$ cat src/slcd_pkg.sv
// Shared types, codes and constant tables of the segment LCD character writer.
package slcd_pkg;

  // Request opcodes
  typedef enum logic [1:0] {
    OP_CHAR    = 2'd0,
    OP_CLEAR   = 2'd1,
    OP_FILL    = 2'd2,
    OP_STARTUP = 2'd3
  } op_e;

  // Result status codes
  typedef enum logic [1:0] {
    ST_OK       = 2'd0,
    ST_POS_ERR  = 2'd1,
    ST_CHAR_ERR = 2'd2
  } status_e;

  // Work kinds handed from the front to the back
  typedef enum logic [1:0] {
    JOB_CHAR  = 2'd0,
    JOB_SWEEP = 2'd1,
    JOB_START = 2'd2,
    JOB_ERROR = 2'd3
  } job_kind_e;

  localparam int unsigned CHIP_COUNT  = 2;
  localparam int unsigned QUEUE_DEPTH = 2;
  localparam int unsigned FRAME_W     = 13;
  localparam int unsigned ADDR_W      = 6;
  localparam int unsigned NIB_W       = 4;
  localparam int unsigned BITS_W      = 4;
  localparam int unsigned GLYPH_W     = 4 * NIB_W;

  localparam logic [2:0]        DATA_HEADER = 3'b101;
  localparam logic [NIB_W-1:0]  CLEAR_NIB   = 4'h0;
  localparam logic [NIB_W-1:0]  FILL_NIB    = 4'hF;
  localparam logic [BITS_W-1:0] DATA_BITS   = 4'd13;
  localparam logic [BITS_W-1:0] CMD_BITS    = 4'd12;
  localparam logic [BITS_W-1:0] NO_BITS     = 4'd0;

  // One classified request
  typedef struct packed {
    job_kind_e            kind;
    status_e              status;
    logic                 chip;
    logic [ADDR_W-1:0]    base_addr;
    logic [GLYPH_W-1:0]   glyph;
    logic [NIB_W-1:0]     sweep_nib;
  } job_t;

  // Controller start-up commands, sent to each chip in this order
  localparam logic [11:0] STARTUP_CMD [4] = '{12'h830, 12'h802, 12'h806, 12'h852};

  // 15-segment font; byte i holds the nibble for the cell's address i
  localparam logic [31:0] FONT_ROM [128] = '{
    32'h00000000, 32'h00000000, 32'h00000000, 32'h00000000,
    32'h00000000, 32'h00000000, 32'h00000000, 32'h00000000,
    32'h00000000, 32'h00000000, 32'h00000000, 32'h00000000,
    32'h00000000, 32'h00000000, 32'h00000000, 32'h00000000,
    32'h00000000, 32'h00000000, 32'h00000000, 32'h00000000,
    32'h00000000, 32'h00000000, 32'h00000000, 32'h00000000,
    32'h00000000, 32'h00000000, 32'h00000000, 32'h00000000,
    32'h00000000, 32'h00000000, 32'h00000000, 32'h00000000,
    32'h00000000, 32'h00000000, 32'h00000C00, 32'h00000000,
    32'h00000000, 32'h00000000, 32'h00000000, 32'h00000400,
    32'h00000000, 32'h00000000, 32'h00070806, 32'h00020604,
    32'h00000002, 32'h00020004, 32'h01000000, 32'h00040002,
    32'h06080109, 32'h00000009, 32'h040A0105, 32'h060A0104,
    32'h0602000C, 32'h020A010C, 32'h020A010D, 32'h06080000,
    32'h060A010D, 32'h060A010C, 32'h00000600, 32'h00000000,
    32'h00000000, 32'h00000000, 32'h00000000, 32'h00000000,
    32'h00000000, 32'h060A000D, 32'h060A010D, 32'h00080109,
    32'h06080700, 32'h000A010D, 32'h000A000D, 32'h020A0109,
    32'h0602000D, 32'h00080700, 32'h00090500, 32'h0005000D,
    32'h00000109, 32'h06040A09, 32'h06010809, 32'h06080109,
    32'h040A000D, 32'h06090109, 32'h040B000D, 32'h020A010C,
    32'h00080600, 32'h06000109, 32'h0004000B, 32'h0601040B,
    32'h00050802, 32'h00040A00, 32'h000C0102, 32'h00080109,
    32'h00010800, 32'h06080100, 32'h00000000, 32'h00000100,
    32'h00000000, 32'h00000000, 32'h0202010D, 32'h00020105,
    32'h06020105, 32'h00000000, 32'h00000000, 32'h00000000,
    32'h0202000D, 32'h00000000, 32'h00000000, 32'h00050600,
    32'h00000000, 32'h02020205, 32'h02020005, 32'h02020105,
    32'h00000000, 32'h00000000, 32'h00000005, 32'h00000000,
    32'h00000000, 32'h00000000, 32'h00000000, 32'h00000000,
    32'h00050802, 32'h00000000, 32'h00000000, 32'h00000000,
    32'h00000600, 32'h00000000, 32'h00000000, 32'h00000000
  };

endpackage

$ cat src/slcd_if.sv
// Request and result channel interfaces of the segment LCD character writer.
interface slcd_req_if;
  logic       valid;
  logic       ready;
  logic [1:0] opcode;
  logic [4:0] position;
  logic [7:0] char_code;
  logic       with_dot;

  modport source (output valid, output opcode, output position, output char_code,
                  output with_dot, input ready);
  modport sink   (input valid, input opcode, input position, input char_code,
                  input with_dot, output ready);
endinterface

interface slcd_rsp_if;
  logic        valid;
  logic        ready;
  logic [1:0]  status;
  logic        chip_select;
  logic [12:0] frame;
  logic [3:0]  bit_count;
  logic        last;

  modport source (output valid, output status, output chip_select, output frame,
                  output bit_count, output last, input ready);
  modport sink   (input valid, input status, input chip_select, input frame,
                  input bit_count, input last, output ready);
endinterface

$ cat src/segment_lcd_char_writer.sv
// Top level of the segment LCD character writer.
// Each request becomes a run of serial write frames for two segment LCD controller chips,
// one result per cycle while the result side keeps taking them: a character gives four
// 13-bit data frames, clear or fill 2*SEGMENT_ADDRS data frames, the start-up commands
// four 12-bit commands per chip, and a bad position or a code of 128 or more a single
// error result. The back-end frame sequencer emits one frame per cycle while the result
// side takes them; the front end takes a new request in any cycle in which its two-entry
// queue has room, so requests overlap the frames of earlier ones. The last result of
// every request carries last.
module segment_lcd_char_writer #(
  parameter int unsigned CHARS_PER_CHIP = 8,
  parameter int unsigned SEGMENT_ADDRS  = 32
) (
  input  logic       clk_i,
  input  logic       rst_ni,
  slcd_req_if.sink   req_i,
  slcd_rsp_if.source rsp_o
);

  slcd_pkg::job_t front_job;
  logic           front_valid;
  logic           front_ready;
  slcd_pkg::job_t head_job;
  logic           head_valid;
  logic           pop;

  slcd_front #(
    .CHARS_PER_CHIP (CHARS_PER_CHIP)
  ) u_front (
    .req_i       (req_i),
    .job_o       (front_job),
    .job_valid_o (front_valid),
    .job_ready_i (front_ready)
  );

  slcd_queue u_queue (
    .clk_i        (clk_i),
    .rst_ni       (rst_ni),
    .push_data_i  (front_job),
    .push_valid_i (front_valid),
    .push_ready_o (front_ready),
    .pop_data_o   (head_job),
    .pop_valid_o  (head_valid),
    .pop_i        (pop)
  );

  slcd_back #(
    .SEGMENT_ADDRS (SEGMENT_ADDRS)
  ) u_back (
    .clk_i       (clk_i),
    .rst_ni      (rst_ni),
    .job_i       (head_job),
    .job_valid_i (head_valid),
    .pop_o       (pop),
    .rsp_o       (rsp_o)
  );

`ifndef SYNTHESIS
  // A request leaves the queue only when one is there
  assert property (@(posedge clk_i) disable iff (!rst_ni) pop |-> head_valid)
    else $error("queue popped while empty");

  // An error result is a lone, empty result
  assert property (@(posedge clk_i) disable iff (!rst_ni)
    (rsp_o.valid && rsp_o.status != slcd_pkg::ST_OK) |->
      (rsp_o.last && rsp_o.bit_count == slcd_pkg::NO_BITS && rsp_o.frame == '0))
    else $error("malformed error result");

  // Data frames carry the write header
  assert property (@(posedge clk_i) disable iff (!rst_ni)
    (rsp_o.valid && rsp_o.bit_count == slcd_pkg::DATA_BITS) |->
      (rsp_o.frame[12:10] == slcd_pkg::DATA_HEADER))
    else $error("data frame without write header");
`endif

endmodule

$ cat src/slcd_front.sv
// Front end: accepts a request, checks it and looks up the glyph.
module slcd_front #(
  parameter int unsigned CHARS_PER_CHIP = 8
) (
  slcd_req_if.sink       req_i,
  output slcd_pkg::job_t job_o,
  output logic           job_valid_o,
  input  logic           job_ready_i
);

  localparam logic [5:0] CellsPerChip = 6'(CHARS_PER_CHIP);
  localparam logic [5:0] CellCount    = 6'(CHARS_PER_CHIP * slcd_pkg::CHIP_COUNT);

  logic [5:0]  pos_ext;
  logic [5:0]  cell_idx;
  logic [5:0]  chip_cell;
  logic        on_second;
  logic        pos_bad;
  logic [31:0] rom_word;

  // Pass the handshake through to the queue
  assign job_valid_o = req_i.valid;
  assign req_i.ready = job_ready_i;

  // Split the 1-based cell number into chip and cell within the chip
  always_comb begin
    pos_ext   = {1'b0, req_i.position};
    cell_idx  = pos_ext - 6'd1;
    pos_bad   = (pos_ext == 6'd0) || (pos_ext > CellCount);
    on_second = (cell_idx >= CellsPerChip);
    chip_cell = on_second ? (cell_idx - CellsPerChip) : cell_idx;
    rom_word  = slcd_pkg::FONT_ROM[req_i.char_code[6:0]];
  end

  // Classify the request
  always_comb begin
    job_o           = '0;
    job_o.kind      = slcd_pkg::JOB_ERROR;
    job_o.status    = slcd_pkg::ST_OK;
    job_o.sweep_nib = slcd_pkg::CLEAR_NIB;
    unique case (slcd_pkg::op_e'(req_i.opcode))
      slcd_pkg::OP_CLEAR: begin
        job_o.kind = slcd_pkg::JOB_SWEEP;
      end
      slcd_pkg::OP_FILL: begin
        job_o.kind      = slcd_pkg::JOB_SWEEP;
        job_o.sweep_nib = slcd_pkg::FILL_NIB;
      end
      slcd_pkg::OP_STARTUP: begin
        job_o.kind = slcd_pkg::JOB_START;
      end
      default: begin
        if (pos_bad) begin
          job_o.status = slcd_pkg::ST_POS_ERR;
        end else if (req_i.char_code[7]) begin
          job_o.status = slcd_pkg::ST_CHAR_ERR;
        end else begin
          job_o.kind      = slcd_pkg::JOB_CHAR;
          job_o.chip      = on_second;
          job_o.base_addr = {chip_cell[3:0], 2'b00};
          job_o.glyph     = {rom_word[27:25], rom_word[24] | req_i.with_dot,
                             rom_word[19:16], rom_word[11:8], rom_word[3:0]};
        end
      end
    endcase
  end

endmodule

$ cat src/slcd_queue.sv
// Short queue of classified requests between the front and the back end.
module slcd_queue (
  input  logic           clk_i,
  input  logic           rst_ni,
  input  slcd_pkg::job_t push_data_i,
  input  logic           push_valid_i,
  output logic           push_ready_o,
  output slcd_pkg::job_t pop_data_o,
  output logic           pop_valid_o,
  input  logic           pop_i
);

  localparam int unsigned PtrW = $clog2(slcd_pkg::QUEUE_DEPTH);
  localparam int unsigned CntW = $clog2(slcd_pkg::QUEUE_DEPTH + 1);

  slcd_pkg::job_t entries_q [slcd_pkg::QUEUE_DEPTH];
  logic [PtrW-1:0] wr_ptr_q, wr_ptr_d;
  logic [PtrW-1:0] rd_ptr_q, rd_ptr_d;
  logic [CntW-1:0] count_q, count_d;
  logic            push;

  assign push_ready_o = (count_q != CntW'(slcd_pkg::QUEUE_DEPTH));
  assign pop_valid_o  = (count_q != '0);
  assign pop_data_o   = entries_q[rd_ptr_q];
  assign push         = push_valid_i && push_ready_o;

  // Advance pointers and fill level
  always_comb begin
    wr_ptr_d = push  ? wr_ptr_q + PtrW'(1) : wr_ptr_q;
    rd_ptr_d = pop_i ? rd_ptr_q + PtrW'(1) : rd_ptr_q;
    count_d  = count_q;
    if (push && !pop_i) begin
      count_d = count_q + CntW'(1);
    end else if (!push && pop_i) begin
      count_d = count_q - CntW'(1);
    end
  end

  always_ff @(posedge clk_i or negedge rst_ni) begin
    if (!rst_ni) begin
      wr_ptr_q <= '0;
      rd_ptr_q <= '0;
      count_q  <= '0;
    end else begin
      wr_ptr_q <= wr_ptr_d;
      rd_ptr_q <= rd_ptr_d;
      count_q  <= count_d;
    end
  end

  // Store the request
  always_ff @(posedge clk_i) begin
    if (push) begin
      entries_q[wr_ptr_q] <= push_data_i;
    end
  end

endmodule

$ cat src/slcd_back.sv
// Back end: steps through a request's frames and holds them in the output register.
module slcd_back #(
  parameter int unsigned SEGMENT_ADDRS = 32
) (
  input  logic           clk_i,
  input  logic           rst_ni,
  input  slcd_pkg::job_t job_i,
  input  logic           job_valid_i,
  output logic           pop_o,
  slcd_rsp_if.source     rsp_o
);

  localparam int unsigned AddrCntW = (SEGMENT_ADDRS > 1) ? $clog2(SEGMENT_ADDRS) : 1;
  localparam int unsigned StepW    = (AddrCntW > 2) ? AddrCntW : 2;
  localparam logic [StepW-1:0] SweepEnd = StepW'(SEGMENT_ADDRS - 1);
  localparam logic [StepW-1:0] QuadEnd  = StepW'(3);

  logic [StepW-1:0] step_q, step_d;
  logic             chip_q, chip_d;

  logic                              out_valid_q;
  logic [1:0]                        status_q, status_d;
  logic                              chip_sel_q, chip_sel_d;
  logic [slcd_pkg::FRAME_W-1:0]      frame_q, frame_d;
  logic [slcd_pkg::BITS_W-1:0]       bits_q, bits_d;
  logic                              last_q, last_d;

  logic                              load;
  logic                              seg_end;
  logic [slcd_pkg::ADDR_W-1:0]       addr;
  logic [slcd_pkg::NIB_W-1:0]        nib;

  assign load  = job_valid_i && (!out_valid_q || rsp_o.ready);
  assign pop_o = load && last_d;

  // Build the frame for the current step
  always_comb begin
    status_d   = slcd_pkg::ST_OK;
    chip_sel_d = chip_q;
    addr       = '0;
    nib        = '0;
    frame_d    = '0;
    bits_d     = slcd_pkg::DATA_BITS;
    seg_end    = 1'b0;
    last_d     = 1'b0;
    unique case (job_i.kind)
      slcd_pkg::JOB_CHAR: begin
        chip_sel_d = job_i.chip;
        addr       = job_i.base_addr + slcd_pkg::ADDR_W'(step_q[1:0]);
        nib        = job_i.glyph[{step_q[1:0], 2'b00} +: slcd_pkg::NIB_W];
        frame_d    = {slcd_pkg::DATA_HEADER, addr, nib};
        seg_end    = (step_q == QuadEnd);
        last_d     = seg_end;
      end
      slcd_pkg::JOB_SWEEP: begin
        addr    = slcd_pkg::ADDR_W'(step_q);
        nib     = job_i.sweep_nib;
        frame_d = {slcd_pkg::DATA_HEADER, addr, nib};
        seg_end = (step_q == SweepEnd);
        last_d  = seg_end && chip_q;
      end
      slcd_pkg::JOB_START: begin
        frame_d = {1'b0, slcd_pkg::STARTUP_CMD[step_q[1:0]]};
        bits_d  = slcd_pkg::CMD_BITS;
        seg_end = (step_q == QuadEnd);
        last_d  = seg_end && chip_q;
      end
      default: begin
        status_d   = job_i.status;
        chip_sel_d = 1'b0;
        bits_d     = slcd_pkg::NO_BITS;
        seg_end    = 1'b1;
        last_d     = 1'b1;
      end
    endcase
  end

  // Advance the step and chip counters
  always_comb begin
    step_d = step_q;
    chip_d = chip_q;
    if (load) begin
      if (last_d) begin
        step_d = '0;
        chip_d = 1'b0;
      end else if (seg_end) begin
        step_d = '0;
        chip_d = 1'b1;
      end else begin
        step_d = step_q + StepW'(1);
      end
    end
  end

  always_ff @(posedge clk_i or negedge rst_ni) begin
    if (!rst_ni) begin
      step_q      <= '0;
      chip_q      <= 1'b0;
      out_valid_q <= 1'b0;
    end else begin
      step_q <= step_d;
      chip_q <= chip_d;
      if (load) begin
        out_valid_q <= 1'b1;
      end else if (rsp_o.ready) begin
        out_valid_q <= 1'b0;
      end
    end
  end

  // Hold the frame until it is taken
  always_ff @(posedge clk_i) begin
    if (load) begin
      status_q   <= status_d;
      chip_sel_q <= chip_sel_d;
      frame_q    <= frame_d;
      bits_q     <= bits_d;
      last_q     <= last_d;
    end
  end

  assign rsp_o.valid       = out_valid_q;
  assign rsp_o.status      = status_q;
  assign rsp_o.chip_select = chip_sel_q;
  assign rsp_o.frame       = frame_q;
  assign rsp_o.bit_count   = bits_q;
  assign rsp_o.last        = last_q;

endmodule

$ cat src/flat_wrapper.sv
// flat-port wrapper written by rule: the top's interface ports become plain ports
module segment_lcd_char_writer_flat 
#(
  parameter int unsigned CHARS_PER_CHIP = 8,
  parameter int unsigned SEGMENT_ADDRS  = 32
)
  (clk_i, rst_ni, req_i_valid, req_i_opcode, req_i_position, req_i_char_code, req_i_with_dot, req_i_ready, rsp_o_valid, rsp_o_status, rsp_o_chip_select, rsp_o_frame, rsp_o_bit_count, rsp_o_last, rsp_o_ready);
  slcd_req_if req_i_i ();
  slcd_rsp_if rsp_o_i ();
  input  logic clk_i;
  input  logic rst_ni;
  input wire logic [$bits(req_i_i.valid)-1:0] req_i_valid;
  input wire logic [$bits(req_i_i.opcode)-1:0] req_i_opcode;
  input wire logic [$bits(req_i_i.position)-1:0] req_i_position;
  input wire logic [$bits(req_i_i.char_code)-1:0] req_i_char_code;
  input wire logic [$bits(req_i_i.with_dot)-1:0] req_i_with_dot;
  output wire logic [$bits(req_i_i.ready)-1:0] req_i_ready;
  output wire logic [$bits(rsp_o_i.valid)-1:0] rsp_o_valid;
  output wire logic [$bits(rsp_o_i.status)-1:0] rsp_o_status;
  output wire logic [$bits(rsp_o_i.chip_select)-1:0] rsp_o_chip_select;
  output wire logic [$bits(rsp_o_i.frame)-1:0] rsp_o_frame;
  output wire logic [$bits(rsp_o_i.bit_count)-1:0] rsp_o_bit_count;
  output wire logic [$bits(rsp_o_i.last)-1:0] rsp_o_last;
  input wire logic [$bits(rsp_o_i.ready)-1:0] rsp_o_ready;
  assign req_i_i.valid = req_i_valid;
  assign req_i_i.opcode = req_i_opcode;
  assign req_i_i.position = req_i_position;
  assign req_i_i.char_code = req_i_char_code;
  assign req_i_i.with_dot = req_i_with_dot;
  assign req_i_ready = req_i_i.ready;
  assign rsp_o_valid = rsp_o_i.valid;
  assign rsp_o_status = rsp_o_i.status;
  assign rsp_o_chip_select = rsp_o_i.chip_select;
  assign rsp_o_frame = rsp_o_i.frame;
  assign rsp_o_bit_count = rsp_o_i.bit_count;
  assign rsp_o_last = rsp_o_i.last;
  assign rsp_o_i.ready = rsp_o_ready;
  segment_lcd_char_writer #(.CHARS_PER_CHIP(CHARS_PER_CHIP), .SEGMENT_ADDRS(SEGMENT_ADDRS)) u_core (.clk_i(clk_i), .rst_ni(rst_ni), .req_i(req_i_i), .rsp_o(rsp_o_i));
endmodule
$ cat config.mk
export PLATFORM = sky130hd
export DESIGN_NAME = segment_lcd_char_writer_flat
export DESIGN_NICKNAME = d
export VERILOG_FILES = /design/src/slcd_pkg.sv /design/src/slcd_if.sv /design/src/segment_lcd_char_writer.sv /design/src/slcd_front.sv /design/src/slcd_queue.sv /design/src/slcd_back.sv /design/src/flat_wrapper.sv
export SDC_FILE = /design/constraint.sdc
export NUM_CORES = 1
export LEC_CHECK = 0
export BUFFER_PORTS_ARGS = -buffer_cell sky130_fd_sc_hd__buf_2
export CORE_UTILIZATION = 40
export CTS_CLUSTER_SIZE = 20
export DETAILED_ROUTE_END_ITERATION = 12
export GPL_ROUTABILITY_DRIVEN = 1
export GPL_TIMING_DRIVEN = 0
export MAX_ROUTING_LAYER = met4
export REMOVE_ABC_BUFFERS = 1
export SETUP_SLACK_MARGIN = 0.2
export SKIP_CTS_REPAIR_TIMING = 1
export SYNTH_ARGS = -nofsm -noshare
export SYNTH_HDL_FRONTEND = slang
export SYNTH_SLANG_ARGS = --single-unit
$ cat constraint.sdc
create_clock -name clk_i -period 3.01 [get_ports clk_i]
set_input_delay 0.1505 -clock clk_i [delete_from_list [all_inputs] [get_ports clk_i]]
set_output_delay 0.1505 -clock clk_i [all_outputs]
set_load 0.01 [all_outputs]
# Word-level counts from Yosys, hierarchy flattened
# Memory sizes are Yosys's and may differ from the RTL's.
# Cells that the tools add are included.
classes:
  n_lt_le_gt_ge: 4
  bitwise_logic: 3
  n_mux: 30
  n_addsub: 8
  n_reduce_logical: 25
  eq_ne: 8
  shifts: 1
op_table:
  columns: ["cell", "n"]
  rows:
  - ["two-way mux 28 bit", 2]
  - ["two-way mux 23 bit", 2]
  - ["case mux 13 bit (3 select lines)", 1]
  - ["two-way mux 25 bit", 1]
  - ["binary-select mux 12 bit (select 2 bit)", 1]
  - ["two-way mux 12 bit", 2]
  - ["indexed part select 16 x 5 -> 4 bit", 1]
  - ["two-way mux 2 bit", 6]
  - ["two-way mux 5 bit", 2]
  - [">= comparator 8 bit (second input constant)", 1]
  - ["two-way mux 4 bit", 2]
  - ["NOT 7 -> 8 bit", 1]
  - ["case mux 4 bit (2 select lines)", 1]
  - ["nonzero test 2 bit", 4]
  - ["OR reduction 2 bit", 4]
  - ["logical AND 1 bit", 7]
  - ["adder 6 x 2 -> 6 bit", 1]
  - ["equality test 2 bit (second input constant)", 3]
  - [">= comparator 6 x 4 -> 1 bit (second input constant)", 1]
  - ["two-way mux 1 bit", 6]
  - ["OR reduction 3 bit", 2]
  - ["subtractor 5 x 1 -> 6 bit (second input constant)", 1]
  - ["adder 5 x 1 -> 5 bit (second input constant)", 1]
  - ["equality test 5 x 2 -> 1 bit (second input constant)", 1]
  - ["19 further kinds", 25]
word_totals:
  romBits: 4096
  ram_bits: 62
  mem_count: 2
  regBits: 32
  output_inout_bits: 23
  word_cells: 92
  inputBits: 20
mem_list:
  columns: ["memory", "depth", "word_bits", "read_ports", "rd_ports_with_merged_regs", "write_ports", "line_no", "text"]
  rows:
  - ["(name not given)", 128, 32, 1, 0, 0, "slcd_front.sv:32", "rom_word = slcd_pkg::FONT_ROM[req_i.char_code[6:0]];"]
  - ["u_core.u_queue.entries_q", 2, 31, 1, 0, 1, "slcd_queue.sv:16", "slcd_pkg::job_t entries_q [slcd_pkg::QUEUE_DEPTH];"]

# Depth between registers and ports, before layout
logic_depth:
  ltp_word: 8
  ltp_mapped: 13
  ltp_nobuf: 11

# Modules after synthesis
# Synthesis repeated with hierarchy kept, for this count alone.
unflattened:
  hier_cells: 473
  area_unflattened_um2: 5572.8
modules_own_cells:
  columns: ["module", "area_per_inst_um2", "instances", "seq_area_each_um2", "cells_per_inst"]
  rows:
  - ["slcd_queue", 2585.0, 1, 1961.9, 115]
  - ["slcd_front", 1520.2, 1, 0.0, 238]
  - ["slcd_back", 1467.7, 1, 685.7, 120]

# Worst setup path after synthesis
# No wires, ideal clock.
synth_path:
  path_type: "register to register"
  start: "register u_core.u_queue.rd_ptr_q"
  end: "register u_core.u_queue.count_q[1]"
  setup_time_ns: 0.079
  slack_ns: 0.174
  stages_incl_launch_ff: 14
  arrival_ns: 2.756
  path_buffers: 2
  cell_sequence: "dfrtp_1 > buf_2 > buf_2 > mux2i_1 > inv_1 > ha_1 > nand4b_1 > a22o_1 > nand2_2 > nand2_2 > ha_1 > xor2_1 > nor2_1 > xor2_1"
synth_between:
  elab_chain_len: 7
  word_cells_on_any_way: 11
synth_lines:
  columns: ["item", "line_no", "text"]
  rows:
  - ["start, declared", "slcd_queue.sv:18", "logic [PtrW-1:0] rd_ptr_q, rd_ptr_d;"]
  - ["start signal, assigned", "slcd_queue.sv:46", "rd_ptr_q <= rd_ptr_d;"]
  - ["memory read (2 x 31 bit) *", null, null]
  - ["equality test 2 bit (tied with other cells)", "slcd_back.sv:46", "unique case (job_i.kind)"]
  - ["case mux 1 bit (3 select lines) *", "slcd_back.sv:46", null]
  - ["named net u_core.u_back.last_d", "slcd_back.sv:26", "logic last_q, last_d;"]
  - ["logical AND 1 bit *", "slcd_back.sv:34", "assign pop_o = load && last_d;"]
  - ["logical NOT 1 bit", "slcd_queue.sv:32", "if (push && !pop_i) begin"]
  - ["logical AND 1 bit", "slcd_queue.sv:32", null]
  - ["two-way mux 2 bit / nonzero test 2 bit (equally long branches)", null, null]
  - ["end signal, assigned", "slcd_queue.sv:47", "count_q <= count_d;"]
  - ["end, declared", "slcd_queue.sv:19", "logic [CntW-1:0] count_q, count_d;"]
# The timed path passes the listed nets; every way through them passes the cells marked *.
# A chain may end at the register's enable or synchronous reset.

# Final worst setup path
# Ends and elaborated chain as after synthesis.

==> impl_metrics.tcl <==
set metrics [dict create \
    routed_wirelength_mm 9.674 \
    worst_pin_slew_ps 1189 \
    slowest_delay_ps 550 \
    ir_drop_mv 0.5088 \
    fillers 1008 \
    overflow 0 \
    whs_path_depth 3 \
    cts.sinks 78 \
    power_leakage_uw 0.002094 \
    final_cells 600 \
    cts_tree "built" \
    cts_buffers 9 \
    period_share 0.8748 \
    drtAntennaViolNets 0 \
    dieArea_um2 12050 \
    cts_max_level 3 \
    combPwrFrac 0.352 \
    grt_pass1_vias 3106 \
    grt.total_usage 0.1776 \
    fin_nets 501 \
    required_ps 3270 \
    p_sw_uw 1396 \
    syn_inst 419 \
    layout_common_cells "67 x edfxtp_1, 41 x buf_2, 34 x nand2_1, 29 x nor2_1, 24 x ha_1" \
    ios 43 \
    ff2ff_path_depth 11 \
    grt_start_max_net_pins 44 \
    ys.flop_type "edfxtp_1" \
    multiInputGateArea_um2 2152 \
    num_antenna_cells 0 \
    dp_cells 575 \
    routed_via_density 5.525 \
    tns_ps 0 \
    status "completed" \
    drtPass1Iterations 5 \
    row_count 38 \
    drv_slew 0 \
    core_area_um2 11080 \
    cp_slowest_cell "dfrtp_4" \
    grt_setup_unrepaired "false" \
    min-delay-path-class "input port to flop" \
    ys_types 69 \
    gp_congestion 0.9129 \
    drtIter0Drc 208 \
    synth_area_um2 4647 \
    setup_viol 0 \
    p_per_area_nw_per_um2 807.0 \
    dp_hpwl_mm 6.766 \
    start_kind "flop" \
    antenna_found_initial 0 \
    cts_buffer_depth 2 \
    seq_area_um2 2292 \
    synth_warnings 0 \
    clk_pin_slew_ps 60 \
    die_h_um 109.8 \
    fin_crit_ps 2633 \
    holdWs_ps 80.58 \
    synth-edff-count 67 \
    finalHoldViolations 0 \
    ys_seq_elements 78 \
    p_int_uw 2860 \
    pwr-share-seq 0.412 \
    wl_per_cell_um 16.12 \
    ys_seq_area_frac 0.4922 \
    crit_type "flop to flop" \
    clock_latency_ps 330 \
    crit_family "adder cells" \
    max-slew-margin-rel 0.2071 \
    area_growth_pct 13.52 \
    switching_share 0.3280 \
    crit_cells 11 \
    place_ws_ps -427.4 \
    fin_skew_ps 8.664 \
    drv_cap 0 \
    avgSynthCellArea_um2 11.09 \
    crit_chain "buf_4 -> mux2i_1 -> ha_2 -> o211ai_1 -> a22o_1 -> nand2_2 -> nand2_2 -> ha_1 -> xor2_1 -> nor2_1 -> xor2_1" \
    path_buf_inv 1 \
    die_w_um 109.8 \
    grt_pass1_wl_mm 15.67 \
    power.share.clock 0.236 \
    final.setup.worst_slack_ps 376.7 \
    ys_async_sr_fraction 0.1410 \
    drc 0 \
    layout-drive-gt1-share 0.1978 \
    fmax_mhz 379.8 \
    mostFrequentLayoutCell "edfxtp_1" \
    clockRootBuffer "clkbuf_16" \
    io_buffers 41 \
    finalPower_uw 4257 \
    critPathMaxFanout 9 \
    start_util 0.4195 \
    cp.arrival_ps 2890 \
    setup.worst_path.end_class "flop" \
    num_vias 3315 \
]
worst min-delay path, cell delays in order:
cell	delay (ps)
buf_2	70
nand2b_1	110
nand2_1	50
state kept, by name, indices dropped and copies added, names as in the netlist:
signal	count
u_core.u_queue.count_q	2
u_core.u_back.rsp_o.last	1
u_core.u_back.rsp_o.frame	11
u_core.u_queue.rd_ptr_q	1
u_core.u_back.step_q	5
u_core.u_queue.wr_ptr_q	1
u_core.u_back.rsp_o.chip_select	1
u_core.u_back.chip_q	1
u_core.u_back.rsp_o.status	2
u_core.u_back.rsp_o.valid	1
u_core.u_back.rsp_o.bit_count	2
u_core.u_queue.entries_q	50
power groups by stage:
stage / clock, uW / combinational [uW] / sequential [uW]
after global routing: 1050 / 1660 / 1790
after CTS: 1020 / 1360 / 1800
final: 1010 / 1500 / 1750
after global placement: 0 / 1330 / 1810
after floorplan: 0 / 864 / 1840
after detailed placement: 0 / 1360 / 1820
synthesized netlist by cell type (all sizes together), types with 5 or more instances:
library cell	number	area share
nand2	36	0.030
edfxtp	67	0.43
a21oi	24	0.027
inv	19	0.015
o21ai	25	0.027
a211oi	6	0.0097
mux2i	19	0.041
xnor2	6	0.011
o22ai	7	0.0094
clkbuf	5	0.0040
dfrtp	11	0.059
nand3	7	0.0075
nor2b	13	0.018
ha	25	0.067
nand2b	11	0.015
xor2	6	0.013
a21o	5	0.0081
a31oi	5	0.0067
mux4	7	0.034
nor2	30	0.024
buf	21	0.026
cell families after synthesis:
family / share of synthesized area
simple gates: 0.1225
buf+inv: 0.04658
fa+ha+maj: 0.06731
flops: 0.4922
mux: 0.08212
xor+xnor: 0.02423
other cells: 0.0008070
compound gates: 0.1642
metrics by stage:
stage                     utilization  area (um2)
final                          0.4762        5275
after global routing           0.4762        5275
after CTS                      0.4678        5182
after detailed placement       0.4426        4903
after global placement         0.4410        4886
after floorplan                     -        4506
layer usage:
metal | wire length (um) | part of all wire | up-vias | GRT usage
met5 | 0 | 0 | - | -
met4 | 181 | 0.019 | 0 | 0.06000
met3 | 530 | 0.055 | 19 | 0.03023
met2 | 4567 | 0.47 | 118 | 0.2875
met1 | 4394 | 0.45 | 1553 | 0.2255
li1 | - | - | 1625 | -
final cells by class:
class	instances	share of cell area
Clock inverter	6	0.01020
Tap cell	140	0.03321
Multi-Input combinational cell	295	0.4080
Sequential cell	78	0.4345
Timing Repair Buffer	52	0.05716
Inverter	20	0.01423
Clock buffer	9	0.04269
worst paths after layout:
path                                                            start                                    end  slack [ps]
worst max-delay path              u_core.u_queue.rd_ptr_q$_DFFE_PN0P_  u_core.u_queue.count_q[1]$_DFFE_PN0P_         380
worst min-delay path                                      rsp_o_ready  u_core.u_back.rsp_o.valid$_DFFE_PN0P_          80
worst max register to register    u_core.u_queue.rd_ptr_q$_DFFE_PN0P_  u_core.u_queue.count_q[1]$_DFFE_PN0P_         380
worst min register to register  u_core.u_back.rsp_o.valid$_DFFE_PN0P_  u_core.u_back.rsp_o.valid$_DFFE_PN0P_         490
max in group asynchronous                                      rst_ni    u_core.u_queue.rd_ptr_q$_DFFE_PN0P_        2570
min in group asynchronous                                      rst_ni  u_core.u_back.rsp_o.valid$_DFFE_PN0P_         210
Note: power is estimated with default switching activity, not from simulation.
